**src/hdl/periodic_timer_table_macros.svh**
```systemverilog
// Assertion macros shared by the periodic timer table RTL.
// Included by modules that carry concurrent checks; no other dependencies.
`ifndef PERIODIC_TIMER_TABLE_MACROS_SVH
`define PERIODIC_TIMER_TABLE_MACROS_SVH

`ifndef NO_ASSERTIONS

`define PTT_ASSERT_IMPLY(label, clk, rst_n, ante, cons) \
	label: assert property (@(posedge clk) disable iff (!rst_n) (ante) |-> (cons)) \
		else $error("periodic_timer_table: check failed");

`define PTT_ASSERT_NEXT(label, clk, rst_n, ante, cons) \
	label: assert property (@(posedge clk) disable iff (!rst_n) (ante) |=> (cons)) \
		else $error("periodic_timer_table: check failed");

`else

`define PTT_ASSERT_IMPLY(label, clk, rst_n, ante, cons)

`define PTT_ASSERT_NEXT(label, clk, rst_n, ante, cons)

`endif

`endif

```
**src/hdl/ptt_pkg.sv**
```systemverilog
// Package for the periodic timer table: codes, sizes and the cell control bundle.
// No dependencies.
package ptt_pkg;

	localparam int MAX_TIMERS_DEF = 8;
	localparam int MAX_RESULTS    = 8;
	localparam int CNT_W          = $clog2(MAX_RESULTS + 1);
	localparam logic [15:0] TICK_STEP_RST = 16'd1;

	typedef enum logic [1:0] {
		OP_REG  = 2'd0,
		OP_TICK = 2'd1,
		OP_READ = 2'd2,
		OP_NONE = 2'd3
	} ptt_op_t;

	typedef enum logic [1:0] {
		KIND_REG  = 2'd0,
		KIND_FULL = 2'd1,
		KIND_FIRE = 2'd2,
		KIND_READ = 2'd3
	} ptt_kind_t;

	typedef enum logic [1:0] {
		ST_IDLE,
		ST_EXEC,
		ST_EVAL,
		ST_SCAN
	} ptt_state_t;

	typedef struct packed {
		logic        eval;
		logic        advance;
		logic        wrap;
		logic [31:0] now;
		logic [31:0] wr_interval;
		logic [31:0] wr_expiry;
	} ptt_cell_ctl_t;

endpackage

```
**src/hdl/ptt_req_if.sv**
```systemverilog
// Request channel of the periodic timer table: op and interval per beat.
// No dependencies.
interface ptt_req_if;
	logic        valid;
	logic        ready;
	logic [1:0]  op;
	logic [31:0] interval;

	modport source (output valid, output op, output interval, input ready);
	modport sink   (input valid, input op, input interval, output ready);
endinterface

```
**src/hdl/ptt_rsp_if.sv**
```systemverilog
// Response channel of the periodic timer table: one event per beat.
// No dependencies.
interface ptt_rsp_if;
	logic        valid;
	logic        ready;
	logic [1:0]  kind;
	logic [2:0]  timer_slot;
	logic [31:0] now_ticks;
	logic        last;

	modport source (output valid, output kind, output timer_slot, output now_ticks,
		output last, input ready);
	modport sink   (input valid, input kind, input timer_slot, input now_ticks,
		input last, output ready);
endinterface

```
**src/hdl/ptt_cfg_if.sv**
```systemverilog
// Configuration write channel of the periodic timer table: tick step per beat.
// No dependencies.
interface ptt_cfg_if;
	logic        valid;
	logic        ready;
	logic [15:0] tick_step;

	modport source (output valid, output tick_step, input ready);
	modport sink   (input valid, input tick_step, output ready);
endinterface

```
**src/hdl/ptt_cell.sv**
```systemverilog
// One timer slot: interval, expiry, due flag and the scan token.
// Depends on ptt_pkg.
module ptt_cell (
	input  logic                  clk,
	input  logic                  arst_n,
	input  ptt_pkg::ptt_cell_ctl_t ctl,
	input  logic                  wr_en,
	input  logic                  active,
	input  logic                  tok_load,
	input  logic                  tok_in,
	input  logic                  below_in,
	output logic                  tok_q,
	output logic                  fire_q,
	output logic                  below_out
);

	logic [31:0] interval_q;
	logic [31:0] expiry_q;

	always_ff @(posedge clk or negedge arst_n) begin
		if (!arst_n) begin
			tok_q  <= 1'b0;
			fire_q <= 1'b0;
		end else begin
			if (ctl.eval) begin
				fire_q <= active & (ctl.wrap | (ctl.now >= expiry_q));
				tok_q  <= tok_load;
			end else if (ctl.advance) begin
				tok_q  <= tok_in;
			end
		end
	end

	always_ff @(posedge clk) begin
		if (wr_en) begin
			interval_q <= ctl.wr_interval;
			expiry_q   <= ctl.wr_expiry;
		end else if (ctl.advance && tok_q && fire_q) begin
			expiry_q   <= ctl.now + interval_q;
		end
	end

	// due anywhere at or below this slot
	assign below_out = below_in | fire_q;

endmodule

```
**src/hdl/periodic_timer_table.sv**
```systemverilog
// Periodic timer table top level: sequencer, tick counter and the row of slot cells.
// Depends on ptt_pkg, the three channel interfaces, ptt_cell and the macro header.
//
// Usage:
//   req carries op (register, tick, read) and interval; rsp returns events with
//   kind, timer_slot, now_ticks and last; cfg writes the 16-bit tick step.
//   A request beat is taken whenever the block is idle, even if an earlier
//   event still waits in the response register.
//   Register and read: 1 beat out, loaded once the output register is free.
//   Tick: the counter is updated in EXEC and compared in EVAL, then the scan token
//   walks the row of cells from the newest slot down, one slot per cycle while no
//   due slot waits on a stalled response.
//   Events leave newest slot first; the final one has last set. A tick with
//   nothing due gives no beat. Only the first 8 due slots produce beats; all
//   due slots are rescheduled.
//   A stalled response holds the event in the output register; the walk waits
//   at a due slot until the register frees.
//   Reset clears the counter and the table and sets the tick step to 1.
`include "periodic_timer_table_macros.svh"

module periodic_timer_table #(
	parameter int MAX_TIMERS = ptt_pkg::MAX_TIMERS_DEF
) (
	input  logic      clk,
	input  logic      arst_n,
	ptt_req_if.sink   req,
	ptt_rsp_if.source rsp,
	ptt_cfg_if.sink   cfg
);

	localparam int UW = $clog2(MAX_TIMERS + 1);
	localparam int IW = (MAX_TIMERS > 1) ? $clog2(MAX_TIMERS) : 1;

	ptt_pkg::ptt_state_t state_q, state_d;

	logic [1:0]             op_s1;
	logic [31:0]            interval_s1;
	logic [31:0]            counter_q;
	logic                   wrap_q;
	logic [15:0]            step_q;
	logic [UW-1:0]          used_q;
	logic [IW-1:0]          idx_q;
	logic [ptt_pkg::CNT_W-1:0] emit_cnt_q;

	logic                   out_valid_q;
	logic [1:0]             out_kind_q;
	logic [2:0]             out_slot_q;
	logic [31:0]            out_now_q;
	logic                   out_last_q;

	logic                   out_free;
	logic                   full;
	logic                   emit;
	ptt_pkg::ptt_kind_t     emit_kind;
	logic [2:0]             emit_slot;
	logic                   emit_last;
	logic                   wr_req;
	logic                   cnt_upd;
	logic                   eval;
	logic                   advance;
	logic                   cur_fire;
	logic                   cur_below;
	logic                   can_emit;

	ptt_pkg::ptt_cell_ctl_t cell_ctl;
	logic [MAX_TIMERS-1:0]  tok_vec;
	logic [MAX_TIMERS-1:0]  fire_vec;
	logic [MAX_TIMERS-1:0]  below_in_vec;
	logic [MAX_TIMERS-1:0]  below_out_vec;

	assign out_free = !out_valid_q || rsp.ready;
	assign full     = (used_q == UW'(MAX_TIMERS));
	assign cur_fire  = |(tok_vec & fire_vec);
	assign cur_below = |(tok_vec & below_in_vec);
	assign can_emit  = (emit_cnt_q < ptt_pkg::CNT_W'(ptt_pkg::MAX_RESULTS));

	// next state
	always_comb begin
		state_d = state_q;
		case (state_q)
			ptt_pkg::ST_IDLE: begin
				if (req.valid) state_d = ptt_pkg::ST_EXEC;
			end
			ptt_pkg::ST_EXEC: begin
				case (op_s1)
					ptt_pkg::OP_REG, ptt_pkg::OP_READ: begin
						if (out_free) state_d = ptt_pkg::ST_IDLE;
					end
					ptt_pkg::OP_TICK: state_d = ptt_pkg::ST_EVAL;
					default: state_d = ptt_pkg::ST_IDLE;
				endcase
			end
			ptt_pkg::ST_EVAL: begin
				state_d = (used_q == '0) ? ptt_pkg::ST_IDLE : ptt_pkg::ST_SCAN;
			end
			ptt_pkg::ST_SCAN: begin
				if (advance && idx_q == '0) state_d = ptt_pkg::ST_IDLE;
			end
			default: state_d = ptt_pkg::ST_IDLE;
		endcase
	end

	// outputs
	always_comb begin
		req.ready = 1'b0;
		emit      = 1'b0;
		emit_kind = ptt_pkg::KIND_READ;
		emit_slot = 3'd0;
		emit_last = 1'b1;
		wr_req    = 1'b0;
		cnt_upd   = 1'b0;
		eval      = 1'b0;
		advance   = 1'b0;
		case (state_q)
			ptt_pkg::ST_IDLE: req.ready = 1'b1;
			ptt_pkg::ST_EXEC: begin
				case (op_s1)
					ptt_pkg::OP_REG: begin
						emit = out_free;
						if (full) begin
							emit_kind = ptt_pkg::KIND_FULL;
						end else begin
							emit_kind = ptt_pkg::KIND_REG;
							emit_slot = 3'(used_q);
							wr_req    = out_free;
						end
					end
					ptt_pkg::OP_READ: begin
						emit      = out_free;
						emit_kind = ptt_pkg::KIND_READ;
					end
					ptt_pkg::OP_TICK: cnt_upd = 1'b1;
					default: ;
				endcase
			end
			ptt_pkg::ST_EVAL: eval = 1'b1;
			ptt_pkg::ST_SCAN: begin
				advance   = !cur_fire || !can_emit || out_free;
				emit      = cur_fire && can_emit && out_free;
				emit_kind = ptt_pkg::KIND_FIRE;
				emit_slot = 3'(idx_q);
				emit_last = !cur_below ||
					(emit_cnt_q == ptt_pkg::CNT_W'(ptt_pkg::MAX_RESULTS - 1));
			end
			default: ;
		endcase
	end

	always_ff @(posedge clk or negedge arst_n) begin
		if (!arst_n) begin
			state_q     <= ptt_pkg::ST_IDLE;
			counter_q   <= '0;
			wrap_q      <= 1'b0;
			step_q      <= ptt_pkg::TICK_STEP_RST;
			used_q      <= '0;
			idx_q       <= '0;
			emit_cnt_q  <= '0;
			out_valid_q <= 1'b0;
		end else begin
			state_q <= state_d;
			if (cfg.valid) step_q <= cfg.tick_step;
			if (cnt_upd) {wrap_q, counter_q} <= {1'b0, counter_q} + 33'(step_q);
			if (wr_req) used_q <= used_q + UW'(1);
			if (eval) begin
				idx_q      <= IW'(used_q - UW'(1));
				emit_cnt_q <= '0;
			end else if (advance) begin
				idx_q <= idx_q - IW'(1);
			end
			if (emit && state_q == ptt_pkg::ST_SCAN)
				emit_cnt_q <= emit_cnt_q + ptt_pkg::CNT_W'(1);
			if (emit) out_valid_q <= 1'b1;
			else if (rsp.ready) out_valid_q <= 1'b0;
		end
	end

	always_ff @(posedge clk) begin
		if (req.valid && req.ready) begin
			op_s1       <= req.op;
			interval_s1 <= req.interval;
		end
		if (emit) begin
			out_kind_q <= emit_kind;
			out_slot_q <= emit_slot;
			out_now_q  <= counter_q;
			out_last_q <= emit_last;
		end
	end

	assign cfg.ready      = 1'b1;
	assign rsp.valid      = out_valid_q;
	assign rsp.kind       = out_kind_q;
	assign rsp.timer_slot = out_slot_q;
	assign rsp.now_ticks  = out_now_q;
	assign rsp.last       = out_last_q;

	assign cell_ctl.eval        = eval;
	assign cell_ctl.advance     = advance;
	assign cell_ctl.wrap        = wrap_q;
	assign cell_ctl.now         = counter_q;
	assign cell_ctl.wr_interval = interval_s1;
	assign cell_ctl.wr_expiry   = counter_q + interval_s1;

	for (genvar i = 0; i < MAX_TIMERS; i++) begin : g_cell
		logic tok_in;
		if (i == MAX_TIMERS - 1) begin : g_top
			assign tok_in = 1'b0;
		end else begin : g_mid
			assign tok_in = tok_vec[i+1];
		end
		if (i == 0) begin : g_bot
			assign below_in_vec[i] = 1'b0;
		end else begin : g_up
			assign below_in_vec[i] = below_out_vec[i-1];
		end

		ptt_cell u_cell (
			.clk       (clk),
			.arst_n    (arst_n),
			.ctl       (cell_ctl),
			.wr_en     (wr_req && used_q == UW'(i)),
			.active    (UW'(i) < used_q),
			.tok_load  (UW'(i + 1) == used_q),
			.tok_in    (tok_in),
			.below_in  (below_in_vec[i]),
			.tok_q     (tok_vec[i]),
			.fire_q    (fire_vec[i]),
			.below_out (below_out_vec[i])
		);
	end

	`PTT_ASSERT_IMPLY(a_tok_onehot, clk, arst_n, 1'b1, $onehot0(tok_vec))
	`PTT_ASSERT_IMPLY(a_used_range, clk, arst_n, 1'b1, used_q <= UW'(MAX_TIMERS))
	`PTT_ASSERT_IMPLY(a_emit_cap, clk, arst_n, 1'b1,
		emit_cnt_q <= ptt_pkg::CNT_W'(ptt_pkg::MAX_RESULTS))
	`PTT_ASSERT_NEXT(a_tick_add, clk, arst_n, cnt_upd,
		counter_q == $past(counter_q + 32'(step_q)))
	`PTT_ASSERT_IMPLY(a_scan_token, clk, arst_n, state_q == ptt_pkg::ST_SCAN,
		tok_vec[idx_q] == 1'b1)

endmodule
```
**src/flat_wrapper.sv**
```systemverilog
// flat-port wrapper written by rule: the top's interface ports become plain ports
module periodic_timer_table_flat 
#(
	parameter int MAX_TIMERS = ptt_pkg::MAX_TIMERS_DEF
)
  (clk, arst_n, req_valid, req_op, req_interval, req_ready, rsp_valid, rsp_kind, rsp_timer_slot, rsp_now_ticks, rsp_last, rsp_ready, cfg_valid, cfg_tick_step, cfg_ready);
  ptt_req_if req_i ();
  ptt_rsp_if rsp_i ();
  ptt_cfg_if cfg_i ();
  input  logic clk;
  input  logic arst_n;
  input wire logic [$bits(req_i.valid)-1:0] req_valid;
  input wire logic [$bits(req_i.op)-1:0] req_op;
  input wire logic [$bits(req_i.interval)-1:0] req_interval;
  output wire logic [$bits(req_i.ready)-1:0] req_ready;
  output wire logic [$bits(rsp_i.valid)-1:0] rsp_valid;
  output wire logic [$bits(rsp_i.kind)-1:0] rsp_kind;
  output wire logic [$bits(rsp_i.timer_slot)-1:0] rsp_timer_slot;
  output wire logic [$bits(rsp_i.now_ticks)-1:0] rsp_now_ticks;
  output wire logic [$bits(rsp_i.last)-1:0] rsp_last;
  input wire logic [$bits(rsp_i.ready)-1:0] rsp_ready;
  input wire logic [$bits(cfg_i.valid)-1:0] cfg_valid;
  input wire logic [$bits(cfg_i.tick_step)-1:0] cfg_tick_step;
  output wire logic [$bits(cfg_i.ready)-1:0] cfg_ready;
  assign req_i.valid = req_valid;
  assign req_i.op = req_op;
  assign req_i.interval = req_interval;
  assign req_ready = req_i.ready;
  assign rsp_valid = rsp_i.valid;
  assign rsp_kind = rsp_i.kind;
  assign rsp_timer_slot = rsp_i.timer_slot;
  assign rsp_now_ticks = rsp_i.now_ticks;
  assign rsp_last = rsp_i.last;
  assign rsp_i.ready = rsp_ready;
  assign cfg_i.valid = cfg_valid;
  assign cfg_i.tick_step = cfg_tick_step;
  assign cfg_ready = cfg_i.ready;
  periodic_timer_table #(.MAX_TIMERS(MAX_TIMERS)) u_core (.clk(clk), .arst_n(arst_n), .req(req_i), .rsp(rsp_i), .cfg(cfg_i));
endmodule
```
**config.mk**
```make
export PLATFORM = sky130hd
export DESIGN_NAME = periodic_timer_table_flat
export DESIGN_NICKNAME = d
export VERILOG_FILES = /design/src/hdl/ptt_pkg.sv /design/src/hdl/ptt_req_if.sv /design/src/hdl/ptt_rsp_if.sv /design/src/hdl/ptt_cfg_if.sv /design/src/hdl/ptt_cell.sv /design/src/hdl/periodic_timer_table.sv /design/src/flat_wrapper.sv
export VERILOG_INCLUDE_DIRS = /design/src /design/src/hdl
export SDC_FILE = /design/constraint.sdc
export NUM_CORES = 2
export LEC_CHECK = 0
export BUFFER_PORTS_ARGS = -buffer_cell sky130_fd_sc_hd__buf_2
export CORE_MARGIN = 4
export CORE_UTILIZATION = 61
export DETAILED_ROUTE_END_ITERATION = 12
export GPL_ROUTABILITY_DRIVEN = 1
export PLACE_DENSITY_LB_ADDON = 0.3
export SLEW_MARGIN = 20
export SYNTH_ARGS = -nofsm -noshare
export SYNTH_HDL_FRONTEND = slang
export SYNTH_HIERARCHICAL = 1
export SYNTH_SLANG_ARGS = --single-unit
export TNS_END_PERCENT = 5
```
**constraint.sdc**
```tcl
create_clock -name clk -period 7 [get_ports clk]
set_clock_uncertainty 0.2 [all_clocks]
set_input_delay 1.05 -clock clk [delete_from_list [all_inputs] [get_ports clk]]
set_output_delay 1.05 -clock clk [all_outputs]
set_load 0.05 [all_outputs]
```
==> run_results.csv <==
group,metric,value,unit
critical_path,r2r-end,"u_core/g_cell[5].u_cell/expiry_q[23]",
critical_path,max_stage_delay,0.82,ns
clock_network,post_cts.repair.setup_buffers,0,
critical_path,startpoint,"u_core/counter_q[1]",
power_and_ir_drop,p_leak,22.3,nW
clock_network,numCtsBuffers,78,
timing,fin_setup_tns,0,ns
clock_network,htree_levels,3,
clock_network,cts_tree,"yes",
timing,max_freq,229,MHz
critical_path,slowest_stage,"dfrtp_1",
critical_path,reg2reg_slack,2.63,ns
layout,finalNetCount,5628,
global_route,track_usage,0.336,
floorplan,boundaryPins,96,
global_route,grt_overflow,0,
timing,slew_headroom,0.212,
timing,finalSetupViolCount,0,
timing,worst_slack,2.63,ns
clock_network,clock_sinks,663,
global_route,grt_pass1_vias,38200,
floorplan,die_h,287,microns
global_route,grt_pass1_wl,214,mm
critical_path,cp.depth,10,
synth,synthesis.instances,4849,
power_and_ir_drop,peakVddDrop,0.284,mV
detailed_routing,avgViaCountPerCell,6.44,
detailed_routing,first_iter_violations,3780,
place,routabilityCongestion,0.980,
detailed_routing,num_vias,39300,
detailed_routing,drc,0,
timing,slew_viol_final,0,
critical_path,reg2reg_from,"u_core/counter_q[1]",
clock_network,clkTransAtPathRegs,0.06,ns
critical_path,cp_max_fo,18,
layout,syn_to_final_growth,9.86,%
detailed_routing,wl,141,mm
synth,yosys_warnings,6,
detailed_routing,routedWlPerCell,23.0,microns
global_route,grt_max_degree,81,
timing,hold_viol,0,
critical_path,crit_path_end,"u_core/g_cell[5].u_cell/expiry_q[23]",
floorplan,coreArea,0.0773,sq mm
critical_path,reg2reg_depth,10,
clock_network,clk_latency,0.64,ns
critical_path,crit_path_cell_trace,"ha_1 > a211oi_1 > o21ai_1 > o2111ai_2 > o311ai_4 > a31oi_2 > o21ai_1 > xor2_2 > mux2i_1 > a311oi_1",
place,hpwlAfterDp,105,mm
power_and_ir_drop,power.density,347,mW/mm^2
floorplan,die-area,0.0823,sq mm
clock_network,post_cts_resized,0,
timing,rsz0062_at_grt,"no",
timing,period_share,0.624,
job,maxCapViolCount,0,
synth,avgSynthCellArea,9.79,sq um
floorplan,fp.dieW,287,microns
critical_path,cp-end-kind,"flop",
place,post-place-ws,2.71,ns
critical_path,crit_required,7.26,ns
outcome,status,"finished, final reports clean",
layout,diodes,0,
synth,synth.cell_area,0.0475,sq mm
critical_path,worst_path_most_repeated_cell,"o21ai_1",
critical_path,crit_arrival,4.62,ns
critical_path,cp_num_buf_inv,0,
global_route,antenna_found_initial,4,
detailed_routing,ant_nets,0,
place,port_buffers,94,
critical_path,setup.worst_path.class,"flop to flop",
layout,drive_above_1_share,0.0948,
clock_network,clockRootBuffer,"clkbuf_16",
clock_network,clockBufferDepth,3,
hold_path,hp-class,"input pin to asynchronous set/reset pin",
floorplan,row_count,102,
floorplan,start_util,0.614,
layout,final_common_cell,"edfxtp_1",
critical_path,cp-start-kind,"flop",
timing,min_period,4.37,ns
layout,final_cell_mix,"584 x edfxtp_1, 556 x ha_1, 543 x nand2_1",
critical_path,cpLargestDelayFamily,"compound AO/OA/AOI/OAI gates",
detailed_routing,drt-pass1-iter-count,8,
timing,worst_pin_slew,1.18,ns
clock_network,postCtsHoldBufs,0,
[where the power goes]
part           internal (W)  switching [W]  total, W  leakage (nW)
Sequential          0.00502       0.000350   0.00537          6.28
Combinational       0.00300        0.00564   0.00864          14.8
Clock               0.00238        0.00170   0.00407          1.23
Total                0.0104        0.00769    0.0181          22.3
[worst min-delay path by stage]
stage	slack (ns)	cells after the start	startpoint	end
2_1_floorplan	0.29	1	u_core/step_q[2]	u_core/step_q[2]
3_3_place_gp	0.30	1	u_core/step_q[2]	u_core/step_q[2]
3_5_place_dp	0.31	1	u_core/step_q[4]	u_core/step_q[4]
4_1_cts	0.26	1	arst_n	u_core/counter_q[2]
5_1_grt	0.30	1	arst_n	u_core/counter_q[2]
6_report	0.27	1	arst_n	u_core/step_q[3]
[state kept, by name (all words and copies together), names as in the netlist, 2 cells and up]
register / flops
u_core/idx_q: 3
u_core/g_cell.u_cell/expiry_q: 256
u_core/used_q: 4
u_core/emit_cnt_q: 4
u_core/rsp.timer_slot: 3
u_core/step_q: 16
u_core/rsp.kind: 2
u_core/g_cell.u_cell/interval_q: 256
u_core/counter_q: 32
u_core/interval_s1: 32
u_core/op_s1: 2
u_core/state_q: 2
u_core/g_cell.u_cell/tok_q: 8
u_core/g_cell.u_cell/fire_q: 8
u_core/rsp.now_ticks: 32
[metal layers]
layer / vias up / part of all wire / GRT usage
met5: - / 0.00012 / 0
met4: 2 / 0.058 / 0.176
met3: 403 / 0.086 / 0.0427
met2: 1826 / 0.46 / 0.548
met1: 18700 / 0.40 / 0.440
li1: 18400 / - / -
[cell type report]
type	instances	area, sq um
repair buffers	197	1250
clock buffers	106	2100
well taps	1040	1300
multi-input cells	3714	26200
inverters	353	1330
clock inverters	39	429
fillers	6098	25200
flip-flops and latches	663	19500
[metrics by stage]
step	utilization	hold slack, ns	instances	power, W	instance area (sq um)
2_1_floorplan	-	0.287	4850	0.0111	47500
3_3_place_gp	0.641	0.300	5967	0.0137	49600
3_5_place_dp	0.641	0.309	5967	0.0138	49600
4_1_cts	0.674	0.263	6112	0.0180	52100
5_1_grt	0.674	0.303	6112	0.0191	52100
6_report	0.674	0.266	6112	0.0181	52100
(Power assumes the default switching activity.)
